[src/design/thtrig_pkg.sv]
// Package: shared types and codes for the timed hysteresis trigger.
`default_nettype none
package thtrig_pkg;

  typedef enum logic [1:0] {
    FUNC_UPDATE     = 2'd0,
    FUNC_FORCE_HIGH = 2'd1,
    FUNC_FORCE_LOW  = 2'd2
  } func_t;

  typedef enum logic [1:0] {
    REG_FALLING_THRESHOLD = 2'd0,
    REG_RISING_THRESHOLD  = 2'd1,
    REG_FALLING_DELAY     = 2'd2,
    REG_RISING_DELAY      = 2'd3
  } reg_idx_t;

  localparam int unsigned CFG_DATA_W = 32;
  localparam int unsigned CFG_IDX_W  = 2;
  localparam int unsigned TIME_W     = 64;
  localparam int unsigned LEVEL_W    = 32;

  typedef struct packed {
    logic [1:0]                sample_func;
    logic [TIME_W-1:0]         sample_time;
    logic signed [LEVEL_W-1:0] sample_level;
  } item_t;

  typedef struct packed {
    logic                      trigger_state;
    logic signed [LEVEL_W-1:0] last_level;
    logic                      time_went_back;
  } result_t;

  typedef struct packed {
    logic signed [LEVEL_W-1:0] falling_threshold;
    logic signed [LEVEL_W-1:0] rising_threshold;
    logic [CFG_DATA_W-1:0]     falling_delay;
    logic [CFG_DATA_W-1:0]     rising_delay;
  } cfg_t;

  typedef struct packed {
    logic output_high;
    logic awaiting_first;
  } status_t;

endpackage
`default_nettype wire

[src/design/thtrig_if.sv]
// Interfaces: valid/ready channels for sample items and result items.
`default_nettype none
interface thtrig_in_if;
  logic        valid;
  logic        ready;
  logic [1:0]  func;
  logic [63:0] sample_time;
  logic signed [31:0] sample_level;

  modport source (output valid, output func, output sample_time, output sample_level,
                  input ready);
  modport sink (input valid, input func, input sample_time, input sample_level,
                output ready);
endinterface

interface thtrig_out_if;
  logic        valid;
  logic        ready;
  logic        trigger_state;
  logic signed [31:0] last_level;
  logic        time_went_back;

  modport source (output valid, output trigger_state, output last_level,
                  output time_went_back, input ready);
  modport sink (input valid, input trigger_state, input last_level,
                input time_went_back, output ready);
endinterface
`default_nettype wire

[src/design/thtrig_core.sv]
// Core: trigger state, dwell timer and per-item update logic.
`default_nettype none
module thtrig_core (
  input  wire logic                clk,
  input  wire logic                rst,
  input  wire logic                clear,
  input  wire logic                step,
  input  wire thtrig_pkg::item_t   item,
  input  wire thtrig_pkg::cfg_t    cfg,
  output thtrig_pkg::result_t      result,
  output thtrig_pkg::status_t      status
);

  logic                                  output_high;
  logic                                  output_high_next;
  logic [thtrig_pkg::TIME_W-1:0]         dwell_timer;
  logic [thtrig_pkg::TIME_W-1:0]         dwell_timer_next;
  logic [thtrig_pkg::TIME_W-1:0]         previous_stamp;
  logic [thtrig_pkg::TIME_W-1:0]         previous_stamp_next;
  logic signed [thtrig_pkg::LEVEL_W-1:0] held_level;
  logic signed [thtrig_pkg::LEVEL_W-1:0] held_level_next;
  logic                                  awaiting_first;
  logic                                  awaiting_first_next;

  logic [thtrig_pkg::TIME_W-1:0] prev_eff;
  logic [thtrig_pkg::TIME_W-1:0] delta;
  logic [thtrig_pkg::TIME_W:0]   sum;
  logic [thtrig_pkg::TIME_W-1:0] timer_sat;
  logic                          went_back;
  logic                          in_zone;
  logic [thtrig_pkg::TIME_W-1:0] limit;

  always_comb begin
    prev_eff  = awaiting_first ? item.sample_time : previous_stamp;
    went_back = item.sample_time < prev_eff;
    delta     = item.sample_time - prev_eff;
    sum       = {1'b0, dwell_timer} + {1'b0, delta};
    timer_sat = sum[thtrig_pkg::TIME_W] ? '1 : sum[thtrig_pkg::TIME_W-1:0];
    if (output_high) begin
      in_zone = item.sample_level <= cfg.falling_threshold;
      limit   = {{(thtrig_pkg::TIME_W-thtrig_pkg::CFG_DATA_W){1'b0}}, cfg.falling_delay};
    end else begin
      in_zone = item.sample_level >= cfg.rising_threshold;
      limit   = {{(thtrig_pkg::TIME_W-thtrig_pkg::CFG_DATA_W){1'b0}}, cfg.rising_delay};
    end
  end

  always_comb begin
    output_high_next    = output_high;
    dwell_timer_next    = dwell_timer;
    previous_stamp_next = previous_stamp;
    held_level_next     = held_level;
    awaiting_first_next = awaiting_first;
    case (thtrig_pkg::func_t'(item.sample_func))
      thtrig_pkg::FUNC_FORCE_HIGH: begin
        output_high_next = 1'b1;
        dwell_timer_next = '0;
      end
      thtrig_pkg::FUNC_FORCE_LOW: begin
        output_high_next = 1'b0;
        dwell_timer_next = '0;
      end
      thtrig_pkg::FUNC_UPDATE: begin
        awaiting_first_next = 1'b0;
        if (awaiting_first) begin
          previous_stamp_next = item.sample_time;
        end
        if (!went_back) begin
          held_level_next     = item.sample_level;
          previous_stamp_next = item.sample_time;
          if (!in_zone) begin
            dwell_timer_next = '0;
          end else if (dwell_timer > limit) begin
            output_high_next = !output_high;
          end else begin
            dwell_timer_next = timer_sat;
          end
        end
      end
      default: begin
      end
    endcase
  end

  always_comb begin
    result.trigger_state  = output_high_next;
    result.last_level     = held_level_next;
    result.time_went_back =
      (thtrig_pkg::func_t'(item.sample_func) == thtrig_pkg::FUNC_UPDATE) && went_back;
    status.output_high    = output_high;
    status.awaiting_first = awaiting_first;
  end

  always_ff @(posedge clk) begin
    if (rst || clear) begin
      output_high    <= 1'b0;
      dwell_timer    <= '0;
      previous_stamp <= '0;
      held_level     <= '0;
      awaiting_first <= 1'b1;
    end else if (step) begin
      output_high    <= output_high_next;
      dwell_timer    <= dwell_timer_next;
      previous_stamp <= previous_stamp_next;
      held_level     <= held_level_next;
      awaiting_first <= awaiting_first_next;
    end
  end

endmodule
`default_nettype wire

[src/design/timed_hysteresis_trigger.sv]
// Top level: input register, config registers, trigger core and result register.
// An accepted item passes through the input register, then the result register.
// Throughput: one item per cycle unless results stall; core steps once per item.
// Reset: rst clears the config registers to zero, empties both stages and
// returns the trigger to low with the first-sample flag set.
// A config write also clears the trigger state.
`default_nettype none
module timed_hysteresis_trigger (
  input  wire logic                               clk,
  input  wire logic                               rst,
  thtrig_in_if.sink                               samples,
  thtrig_out_if.source                            results,
  input  wire logic                               cfg_we,
  input  wire logic [thtrig_pkg::CFG_IDX_W-1:0]   cfg_index,
  input  wire logic [thtrig_pkg::CFG_DATA_W-1:0]  cfg_data
);

  thtrig_pkg::cfg_t    cfg;
  thtrig_pkg::item_t   s1_item;
  logic                s1_valid;
  logic                advance;
  thtrig_pkg::result_t core_result;
  thtrig_pkg::status_t status;
  thtrig_pkg::result_t out_item;
  logic                out_valid;

  assign advance       = s1_valid && (!out_valid || results.ready);
  assign samples.ready = !s1_valid || advance;

  always_ff @(posedge clk) begin
    if (rst) begin
      cfg <= '0;
    end else if (cfg_we) begin
      case (thtrig_pkg::reg_idx_t'(cfg_index))
        thtrig_pkg::REG_FALLING_THRESHOLD: cfg.falling_threshold <= cfg_data;
        thtrig_pkg::REG_RISING_THRESHOLD:  cfg.rising_threshold  <= cfg_data;
        thtrig_pkg::REG_FALLING_DELAY:     cfg.falling_delay     <= cfg_data;
        thtrig_pkg::REG_RISING_DELAY:      cfg.rising_delay      <= cfg_data;
        default: begin
        end
      endcase
    end
  end

  always_ff @(posedge clk) begin
    if (rst) begin
      s1_valid <= 1'b0;
    end else if (samples.ready) begin
      s1_valid <= samples.valid;
    end
  end

  always_ff @(posedge clk) begin
    if (samples.valid && samples.ready) begin
      s1_item.sample_func  <= samples.func;
      s1_item.sample_time  <= samples.sample_time;
      s1_item.sample_level <= samples.sample_level;
    end
  end

  thtrig_core u_core (
    .clk    (clk),
    .rst    (rst),
    .clear  (cfg_we),
    .step   (advance),
    .item   (s1_item),
    .cfg    (cfg),
    .result (core_result),
    .status (status)
  );

  always_ff @(posedge clk) begin
    if (rst) begin
      out_valid <= 1'b0;
    end else if (advance) begin
      out_valid <= 1'b1;
    end else if (results.ready) begin
      out_valid <= 1'b0;
    end
  end

  always_ff @(posedge clk) begin
    if (advance) begin
      out_item <= core_result;
    end
  end

  assign results.valid          = out_valid;
  assign results.trigger_state  = out_item.trigger_state;
  assign results.last_level     = out_item.last_level;
  assign results.time_went_back = out_item.time_went_back;

  a_cfg_clears: assert property (@(posedge clk) disable iff (rst)
    cfg_we |=> (!status.output_high && status.awaiting_first))
    else $error("config write did not clear trigger state");

  a_force_high: assert property (@(posedge clk) disable iff (rst)
    (advance && !cfg_we && s1_item.sample_func == thtrig_pkg::FUNC_FORCE_HIGH)
      |=> (status.output_high && results.valid && results.trigger_state))
    else $error("force high not reflected in state and result");

  a_force_low: assert property (@(posedge clk) disable iff (rst)
    (advance && !cfg_we && s1_item.sample_func == thtrig_pkg::FUNC_FORCE_LOW)
      |=> (!status.output_high && results.valid && !results.trigger_state))
    else $error("force low not reflected in state and result");

endmodule
`default_nettype wire
[src/flat_wrapper.sv]
// flat-port wrapper written by rule: the top's interface ports become plain ports
module timed_hysteresis_trigger_flat 
  (clk, rst, cfg_we, cfg_index, cfg_data, samples_valid, samples_func, samples_sample_time, samples_sample_level, samples_ready, results_valid, results_trigger_state, results_last_level, results_time_went_back, results_ready);
  thtrig_in_if samples_i ();
  thtrig_out_if results_i ();
  input  wire logic clk;
  input  wire logic rst;
  input  wire logic cfg_we;
  input  wire logic [thtrig_pkg::CFG_IDX_W-1:0] cfg_index;
  input  wire logic [thtrig_pkg::CFG_DATA_W-1:0] cfg_data;
  input wire logic [$bits(samples_i.valid)-1:0] samples_valid;
  input wire logic [$bits(samples_i.func)-1:0] samples_func;
  input wire logic [$bits(samples_i.sample_time)-1:0] samples_sample_time;
  input wire logic [$bits(samples_i.sample_level)-1:0] samples_sample_level;
  output wire logic [$bits(samples_i.ready)-1:0] samples_ready;
  output wire logic [$bits(results_i.valid)-1:0] results_valid;
  output wire logic [$bits(results_i.trigger_state)-1:0] results_trigger_state;
  output wire logic [$bits(results_i.last_level)-1:0] results_last_level;
  output wire logic [$bits(results_i.time_went_back)-1:0] results_time_went_back;
  input wire logic [$bits(results_i.ready)-1:0] results_ready;
  assign samples_i.valid = samples_valid;
  assign samples_i.func = samples_func;
  assign samples_i.sample_time = samples_sample_time;
  assign samples_i.sample_level = samples_sample_level;
  assign samples_ready = samples_i.ready;
  assign results_valid = results_i.valid;
  assign results_trigger_state = results_i.trigger_state;
  assign results_last_level = results_i.last_level;
  assign results_time_went_back = results_i.time_went_back;
  assign results_i.ready = results_ready;
  timed_hysteresis_trigger u_core (.clk(clk), .rst(rst), .samples(samples_i), .results(results_i), .cfg_we(cfg_we), .cfg_index(cfg_index), .cfg_data(cfg_data));
endmodule
[config.mk]
export PLATFORM = sky130hd
export DESIGN_NAME = timed_hysteresis_trigger_flat
export DESIGN_NICKNAME = d
export VERILOG_FILES = /design/src/design/thtrig_pkg.sv /design/src/design/thtrig_if.sv /design/src/design/thtrig_core.sv /design/src/design/timed_hysteresis_trigger.sv /design/src/flat_wrapper.sv
export SDC_FILE = /design/constraint.sdc
export NUM_CORES = 1
export LEC_CHECK = 0
export BUFFER_PORTS_ARGS = -buffer_cell sky130_fd_sc_hd__buf_2
export CORE_AREA = 2 2 224 391
export CTS_CLUSTER_SIZE = 25
export DETAILED_ROUTE_END_ITERATION = 10
export DIE_AREA = 0 0 226 393
export REMOVE_ABC_BUFFERS = 1
export SLEW_MARGIN = 15
export SYNTH_ARGS = -nofsm -noshare
export SYNTH_HDL_FRONTEND = slang
export SYNTH_SLANG_ARGS = --single-unit
[constraint.sdc]
create_clock -name clk -period 10.3 [get_ports clk]
set_clock_uncertainty 0.05 [all_clocks]
set_input_delay 1.03 -clock clk [delete_from_list [all_inputs] [get_ports clk]]
set_output_delay 1.03 -clock clk [all_outputs]
set_load 0.01 [all_outputs]
# --- After elaboration in Yosys (flattened, before gate mapping) ---
# Cells that the tools add are included.
op_classes:
  mux: 17
  reduce_logical: 20
  order_cmp: 4
  n_eq_ne: 7
  add_sub_neg: 2
op_table:
  columns: ["op", "count"]
  rows:
  - ["2-to-1 mux 64 bit", 6]
  - ["case mux 64 bit (2 select lines)", 1]
  - ["2-to-1 mux 32 bit", 3]
  - ["adder 64 x 64 -> 65 bit", 1]
  - ["greater-than comparator 64 bit", 1]
  - ["< comparator 64 bit", 1]
  - ["subtractor 64 bit", 1]
  - [">= comparator 32 bit", 1]
  - ["<= comparator 32 bit", 1]
  - ["AND reduction 2 bit", 5]
  - ["equality test 2 bit, second input constant", 3]
  - ["2-to-1 mux 1 bit", 6]
  - ["equality test 2 x 1 -> 1 bit, second input constant", 2]
  - ["logical NOT 2 bit", 2]
  - ["AND reduction 4 bit", 1]
  - ["nonzero test 2 bit", 2]
  - ["logical AND 1 bit", 3]
  - ["logical NOT 1 bit", 3]
  - ["logical OR 1 bit", 3]
  - ["inequality test 3 bit, second input constant", 1]
  - ["case mux 1 bit (3 select lines)", 1]
  - ["inequality test 2 bit, second input constant", 1]
  - ["OR reduction 2 bit", 1]
word_totals:
  ff_bits: 424
  word_cells: 67
  out_inout_bits: 36
  in_bits: 137

# --- Depth between registers and ports, before layout ---
# Gate-level depths: netlist (run 1).
logic_depth:
  word_depth: 8
  ltp_mapped: 31
  ltp_nobuf: 27

# --- Hierarchy ---
# Synthesis (run 1) repeated with hierarchy kept, for this count alone.
unflattened:
  cells_unflattened: 2865
  area_unflattened_um2: 26367.8
modules_own_cells:
  columns: ["mod", "area_per_inst_um2", "instances", "cells_per_inst", "seq_area_each_um2"]
  rows:
  - ["thtrig_core", 17272.8, 1, 2268, 3243.1]
  - ["timed_hysteresis_trigger", 9095.0, 1, 597, 6566.3]

# --- Worst setup path before layout (run 1) ---
# No wires, ideal clock.
synth_path:
  kind: "register to register"
  start: "register u_core.u_core.awaiting_first"
  end: "register u_core.u_core.dwell_timer[58] in the netlist's numbering"
  setup_time_ns: 0.131
  slack_ns: 3.786
  stages_incl_launch_ff: 30
  path_buffers: 5
  synth_period_minus_slack_ns: 6.514
  required_ns: 10.119
  arrival_time_ns: 6.332
  path_cell_list: "dfxtp_1 -> clkbuf_1 -> clkbuf_1 -> clkbuf_1 -> mux2i_1 -> ha_1 -> a21oi_1 -> o21ai_1 -> a311oi_1 -> a31oi_2 -> a31oi_4 -> o31ai_4 -> o21bai_4 -> o21bai_2 -> a311o_2 -> xor2_1 -> ha_1 -> clkbuf_1 -> and4_1 -> and2_1 -> a221o_1 -> a21oi_1 -> o21ai_1 -> a211oi_1 -> nor3b_2 -> a21oi_1 -> a41oi_2 -> buf_2 -> nor3_1 -> nor3_1"
synth_via:
  elab_chain_len: 8
  elab_cells_between_ends: 11
  cone_classes: "add/sub: 2; order compare: 1; eq/ne: 1; mux: 6; reduce/logical: 1"
synth_rtl:
  columns: ["element", "line", "rtl"]
  rows:
  - ["from (decl)", "thtrig_core.sv:22", "logic awaiting_first;"]
  - ["from (signal assigned)", "thtrig_core.sv:106", "awaiting_first <= awaiting_first_next;"]
  - ["2-to-1 mux 64 bit *", null, null]
  - ["subtractor 64 bit", "thtrig_core.sv:36", "delta = item.sample_time - prev_eff;"]
  - ["adder 64 x 64 -> 65 bit", "thtrig_core.sv:37", "sum = {1'b0, dwell_timer} + {1'b0, delta};"]
  - ["2-to-1 mux 64 bit", "thtrig_core.sv:38", "timer_sat = sum[thtrig_pkg::TIME_W] ? '1 : sum[thtrig_pkg::TIME_W-1:0];"]
  - ["2-to-1 mux 64 bit", "thtrig_core.sv:73", "end else if (dwell_timer > limit) begin"]
  - ["2-to-1 mux 64 bit", "thtrig_core.sv:71", "if (!in_zone) begin"]
  - ["2-to-1 mux 64 bit", "thtrig_core.sv:68", "if (!went_back) begin"]
  - ["case mux 64 bit (2 select lines)", "thtrig_core.sv:54", "case (thtrig_pkg::func_t'(item.sample_func))"]
  - ["to (signal assigned)", "thtrig_core.sv:103", "dwell_timer <= dwell_timer_next;"]
  - ["to (decl)", "thtrig_core.sv:16", "logic [thtrig_pkg::TIME_W-1:0] dwell_timer;"]
# Every way passes the cells marked *; elsewhere a longest branch is shown, timed or not. The select of a mux whose other input is x is not followed.
# A chain may end at the register's enable or synchronous reset.

# --- Final worst setup path (run 1) ---
# Ends and elaborated chain as after synthesis.

==> results of run 1 <==
[registers in the layout (all words and copies together) (netlist names)]
name	cells
u_core.cfg	128
u_core.results.last_level	32
u_core.results.time_went_back	1
u_core.results.trigger_state	1
u_core.results.valid	1
u_core.s1_item	98
u_core.s1_valid	1
u_core.u_core.awaiting_first	1
u_core.u_core.dwell_timer	64
u_core.u_core.held_level	32
u_core.u_core.output_high	1
u_core.u_core.previous_stamp	64
[critical path, cell delays in order (launching register included)]
cell and delay, ps:
dfxtp_4 640, buf_4 680, mux2i_1 260, ha_1 350, a21oi_1 290, o21bai_1 90
a21oi_1 170, o21ai_0 100, a21o_1 180, a21o_1 170, a221oi_1 560, o21ai_0 220
xor2_1 190, ha_1 340, and4_1 220, and2_1 150, a221o_1 290, a21oi_1 160
o21ai_1 100, a211oi_1 430, nor3b_2 150, a21oi_1 280, a41oi_4 260, buf_4 360
nor3_1 230, nor3_1 70
[worst paths after layout]
check	from	slack (ps)	cells after the start	end
worst max-delay path	u_core.u_core.awaiting_first	3070	25	u_core.u_core.dwell_timer[58]
worst max register to register	u_core.u_core.awaiting_first	3070	25	u_core.u_core.dwell_timer[58]
worst min register to register	u_core.u_core.previous_stamp[25]	400	2	u_core.u_core.previous_stamp[25]
worst min-delay path	u_core.u_core.previous_stamp[25]	400	2	u_core.u_core.previous_stamp[25]
[final cells by class]
cell class | instances | area [µm²]
multi-input cells | 2228 | 14700
clock inverters | 24 | 279.0
flip-flops and latches | 424 | 9814
repair buffers | 189 | 991.0
clock buffers | 56 | 1175
well taps | 1152 | 1441
fillers | 8936 | 56650
inverters | 107 | 401.6
diodes | 2 | 5.005
[per-stage QoR]
step / instance area, µm² / instances / power (µW) / hold slack [ps] / setup slack [ps]
final: 28810 / 4182 / 4301 / 400.7 / 3073
after global routing: 28800 / 4180 / 4518 / 416.1 / 2463
after CTS: 28800 / 4180 / 4369 / 404.2 / 2987
after detailed placement: 27350 / 4100 / 2696 / 396.1 / 3036
after global placement: 27350 / 4100 / 2693 / 388.8 / 3151
after floorplan: 24890 / 2759 / 2455 / 376.8 / 1857
[power breakdown]
part	internal (µW)	switching, µW	total (µW)
registers	1780	37.7	1820
clock network	922	723	1640
logic	332	508	840
total	3030	1270	4300
[cells by family after synthesis]
family	Yosys count	synth area share, %
simple gates	929	15.57
compound gates	782	19.18
flops	424	38.41
buf+inv	243	4.140
fa+ha+maj	239	11.77
mux	162	6.956
xor+xnor	116	3.978
[cells in the final DEF (no fill, tap or decap), types with 76 or more instances in the layout]
cell,Yosys,final
o21ai_0,93,93
edfxtp_1,132,132
inv_1,107,107
dfxtp_1,292,290
mux2i_1,128,128
a21o_1,117,117
buf_2,14,171
a21oi_1,353,353
xnor2_1,76,76
nor2_1,120,119
nand2_1,599,599
ha_1,237,237
[routing by layer]
metal | part of all wire, % | track usage, %
met1 | 42 | 16.92
met2 | 50 | 27.49
met3 | 3.8 | 2.288
met4 | 3.8 | 6.057
met5 | 0.16 | 0
[synthesized netlist by cell type, drive strengths merged (15+ instances only)]
| cell type | count | area share (%) |
|---|---|---|
| mux2 | 34 | 1.9 |
| and3 | 21 | 0.51 |
| a211oi | 16 | 0.49 |
| clkbuf | 98 | 1.4 |
| nand4 | 36 | 0.88 |
| nand2 | 599 | 8.8 |
| nand3 | 41 | 0.80 |
| xnor2 | 76 | 2.6 |
| nor2b | 25 | 0.61 |
| a21o | 117 | 3.4 |
| nor2 | 120 | 1.8 |
| nor3 | 21 | 0.41 |
| o21ai | 144 | 2.9 |
| o211ai | 15 | 0.57 |
| buf | 38 | 1.1 |
| edfxtp | 132 | 16 |
| nand2b | 17 | 0.42 |
| inv | 107 | 1.6 |
| a31oi | 19 | 0.67 |
| xor2 | 40 | 1.4 |
| ha | 237 | 12 |
| o21bai | 24 | 0.76 |
| a21oi | 355 | 7.0 |
| dfxtp | 292 | 23 |
| o21a | 22 | 0.68 |
| mux2i | 128 | 5.0 |
==> impl_metrics.env, run 1 <==
export IMPL_status="finished, final reports clean"
export IMPL_dr_first_iter_drc_count=1213
export IMPL_maxCapViolCount=0
export IMPL_row_count=142
export IMPL_vias=20360
export IMPL_ant_nets=0
export IMPL_track_usage_pct=14.90
export IMPL_postSynthCellCount=2895
export IMPL_port_buffers=172
export IMPL_rsz0062_at_grt="no"
export IMPL_yosysUniqueCellTypes=83
export IMPL_yosys_warnings=0
export IMPL_routedWlPerCell_um=15.94
export IMPL_p_per_area_nw_per_um2=149.3
export IMPL_ys_seq_area_share_pct=38.41
export IMPL_path_clk_slew_ps=70
export IMPL_cts_hold_buf=0
export IMPL_finalSetupTns_ps=0
export IMPL_criticalPathCategory="reg -> reg"
export IMPL_synth_avg_cell_area_um2=8.822
export IMPL_hpwl_mm=50.68
export IMPL_die_y_um=393
export IMPL_finalWeightedCongestion=0.8730
export IMPL_layout_nets=3369
export IMPL_grt_pass1_vias=19900
export IMPL_slew_violations=0
export IMPL_cp_max_fo=52
export IMPL_leakagePower_uw=0.01209
export IMPL_die_w_um=226
export IMPL_synth_area_um2=25540
export IMPL_synthFlopType="dfxtp_1"
export IMPL_initial_core_util_pct=29.89
export IMPL_fin_crit_ps=7227
export IMPL_htreeDepth=2
export IMPL_async_reset_ff_share_pct=0
export IMPL_yosys_register_bits=424
export IMPL_worstMarginPinSlew_ps=1056
export IMPL_drc_errors=0
export IMPL_cts_root_buf="clkbuf_16"
export IMPL_hold_viol=0
export IMPL_cts_setup_buffers=0
export IMPL_grt_pass1_wl_mm=106.1
export IMPL_wl_mm=66.65
export IMPL_overflow=0
export IMPL_setup_viol=0
export IMPL_die_area_um2=88820
export IMPL_fin_util_pct=33.71
export IMPL_critPathCaptureType="flip-flop"
export IMPL_cp_arrival_ps=7620
export IMPL_clock_latency_ps=600
export IMPL_ir_drop_mv=0.1077
export IMPL_period_share_pct=70.16
export IMPL_hold_class="reg -> reg"
export IMPL_final_layout_size_suffix_gt1_share_pct=11.00
export IMPL_ioPinCount=173
export IMPL_fmax_mhz=138.4
export IMPL_grt_max_degree=82
export IMPL_vias_per_cell=4.868
export IMPL_dr_pass1_iters=5
export IMPL_crit_required_ps=10700
export IMPL_syn_to_final_growth_pct=12.80
export IMPL_cts_buffers=43
export IMPL_cts_tree="yes"
export IMPL_core_area_um2=85460
export IMPL_slew_headroom_pct=29.59
export IMPL_cts_sinks=424
export IMPL_antenna_found_initial=15
export IMPL_ctsResizeCount=0
export IMPL_start_kind="flip-flop"
export IMPL_synth_edff_count=132
export IMPL_clk_path_buf_depth=3
Power figures use the tool's default switching activity.
==> run 2, diff against run 1 <==
==> constraint.sdc (replaced) <==
create_clock -name clk -period 6.24 [get_ports clk]
set_clock_uncertainty 0.05 [all_clocks]
set_input_delay 0.624 -clock clk [delete_from_list [all_inputs] [get_ports clk]]
set_output_delay 0.624 -clock clk [all_outputs]
set_load 0.01 [all_outputs]
==> run 2 against run 1 <==
Register-to-register slack worse by 2800 ps. Flip-flop and latch count stayed put. First-iteration DRC count is 27% lower. Cell area is 2.3% higher. Setup slack worse by 2800 ps. Sequential share of layout area is 0.78 points lower. Utilization is 0.79 points higher.
==> impl_metrics.env, run 2 (synthesized netlist as in run 1, its figures left out) <==
export IMPL_grt_pass1_vias=20280
export IMPL_core_area_um2=85460
export IMPL_cpMostUsedCell="a21o_1"
export IMPL_overflow=0
export IMPL_maxCapViolCount=0
export IMPL_critPathCaptureType="flip-flop"
export IMPL_period_share_pct=95.15
export IMPL_crit_required_ps=6660
export IMPL_top_register="u_core.cfg"
export IMPL_ioPinCount=173
export IMPL_cts_buffers=42
export IMPL_die_y_um=393
export IMPL_criticalPathCategory="reg -> reg"
export IMPL_final_layout_size_suffix_gt1_share_pct=13.65
export IMPL_cp_arrival_ps=6360
export IMPL_final_cell_mix="nand2_1 (599), a21oi_1 (345), dfxtp_1 (290), ha_1 (236), buf_2 (171)"
export IMPL_path_clk_slew_ps=60
export IMPL_fin_util_pct=34.50
export IMPL_antenna_found_initial=15
export IMPL_dr_pass1_iters=5
export IMPL_grt_pass1_wl_mm=107.9
export IMPL_layout_nets=3448
export IMPL_hpwl_mm=52.67
export IMPL_fin_crit_ps=5937
export IMPL_dr_first_iter_drc_count=884
export IMPL_clk_path_buf_depth=3
export IMPL_cts_root_buf="clkbuf_16"
export IMPL_leakagePower_uw=0.01246
export IMPL_initial_core_util_pct=29.89
export IMPL_drc_errors=0
export IMPL_htreeDepth=2
export IMPL_worstMarginPinSlew_ps=893.1
export IMPL_start_kind="flip-flop"
export IMPL_cp_slowest_cell="dfxtp_4"
export IMPL_cts_sinks=424
export IMPL_routedWlPerCell_um=16.15
export IMPL_wl_mm=68.78
export IMPL_crit_path_start="u_core.u_core.awaiting_first"
export IMPL_syn_to_final_growth_pct=15.44
export IMPL_status="finished, final reports clean"
export IMPL_track_usage_pct=15.22
export IMPL_clock_latency_ps=600
export IMPL_cpLargestDelayFamily="compound AO/OA/AOI/OAI gates"
export IMPL_grt_max_degree=68
export IMPL_port_buffers=172
export IMPL_max_stage_delay_ps=410
export IMPL_die_w_um=226
export IMPL_worstReg2RegStart="u_core.u_core.awaiting_first"
export IMPL_hold_ws_ps=143.5
export IMPL_hold_viol=0
export IMPL_ant_nets=0
export IMPL_slew_violations=0
export IMPL_min_delay_start="samples_sample_level[14]"
export IMPL_cp_max_fo=9
export IMPL_fmax_mhz=168.4
export IMPL_cts_hold_buf=0
export IMPL_largest_reg_flops=128
export IMPL_top_regs="u_core.cfg (128), u_core.s1_item (98)"
export IMPL_vias=20570
export IMPL_path_buf_inv=4
export IMPL_hold_class="in -> reg"
export IMPL_setup_viol=0
export IMPL_mostFrequentLayoutCell="nand2_1"
export IMPL_vias_per_cell=4.829
export IMPL_row_count=142
export IMPL_p_per_area_nw_per_um2=238.9
export IMPL_slew_headroom_pct=40.46
export IMPL_finalWeightedCongestion=0.8909
export IMPL_die_area_um2=88820
export IMPL_ir_drop_mv=0.1686
export IMPL_cts_tree="yes"
-- run 2: cell count changes in the layout (fill, tap and decap cells not counted), sizes merged --
cell,delta
clkinv,+6
inv,-6
buf,+79
bufinv,-2
clkbuf,-1
clkinvlp,+2
-- run 2: per-layer routing --
layer / vias to the layer above / share of wire, % / track usage [%]
met5: - / 0.18 / 0
met4: 18 / 3.2 / 5.467
met3: 124 / 3.9 / 2.572
met2: 324 / 52 / 28.77
met1: 9530 / 41 / 16.85
li1: 10570 / - / -
-- run 2: where the power goes --
part	switching, µW	internal, µW	leakage (µW)	total (µW)
sequential	63.9	2940	0.00363	3000
combinational	873	615	0.00817	1490
clock	1160	1400	0.000659	2560
total	2090	4950	0.0125	7040
-- run 2: metrics by stage --
step / power [µW] / instances / TNS (ps) / instance area, µm² / setup WS, ps
after floorplan: 4052 / 2759 / -191780 / 24890 / -2203
after global placement: 4516 / 4168 / 0 / 27900 / 42.33
after detailed placement: 4526 / 4168 / -5527 / 27900 / -130.3
after CTS: 7136 / 4246 / 0 / 29280 / 2.967
after global routing: 7412 / 4258 / -18.85 / 29480 / -18.85
final: 7045 / 4260 / 0 / 29480 / 302.8
-- run 2: what timing repair did --
action | in CTS | in global routing
endpoints found under the setup margin | 64 | 64
endpoints found under the hold margin | 0 | 0
pin swaps | 0 | 11
buffers inserted | 0 | 11
gates cloned | 0 | 1
gates resized for setup | 2 | 25
-- run 2: worst paths after layout --
check             depth (start not counted)                               end  slack (ps)
hold / removal                            1                u_core.s1_item[14]         140
hold reg to reg                           2  u_core.u_core.previous_stamp[35]         400
setup / recovery                         29     u_core.u_core.dwell_timer[56]         300
setup reg to reg                         29     u_core.u_core.dwell_timer[56]         300
-- run 2: cell type report --
class / count / area, µm²
antenna: 2 / 5.005
clock buffer: 54 / 1147
clock inverter: 24 / 226.5
fill: 8853 / 55970
inverter: 107 / 401.6
multi-input combinational: 2228 / 14790
sequential: 424 / 9814
tap: 1152 / 1441
timing repair buffer: 269 / 1658
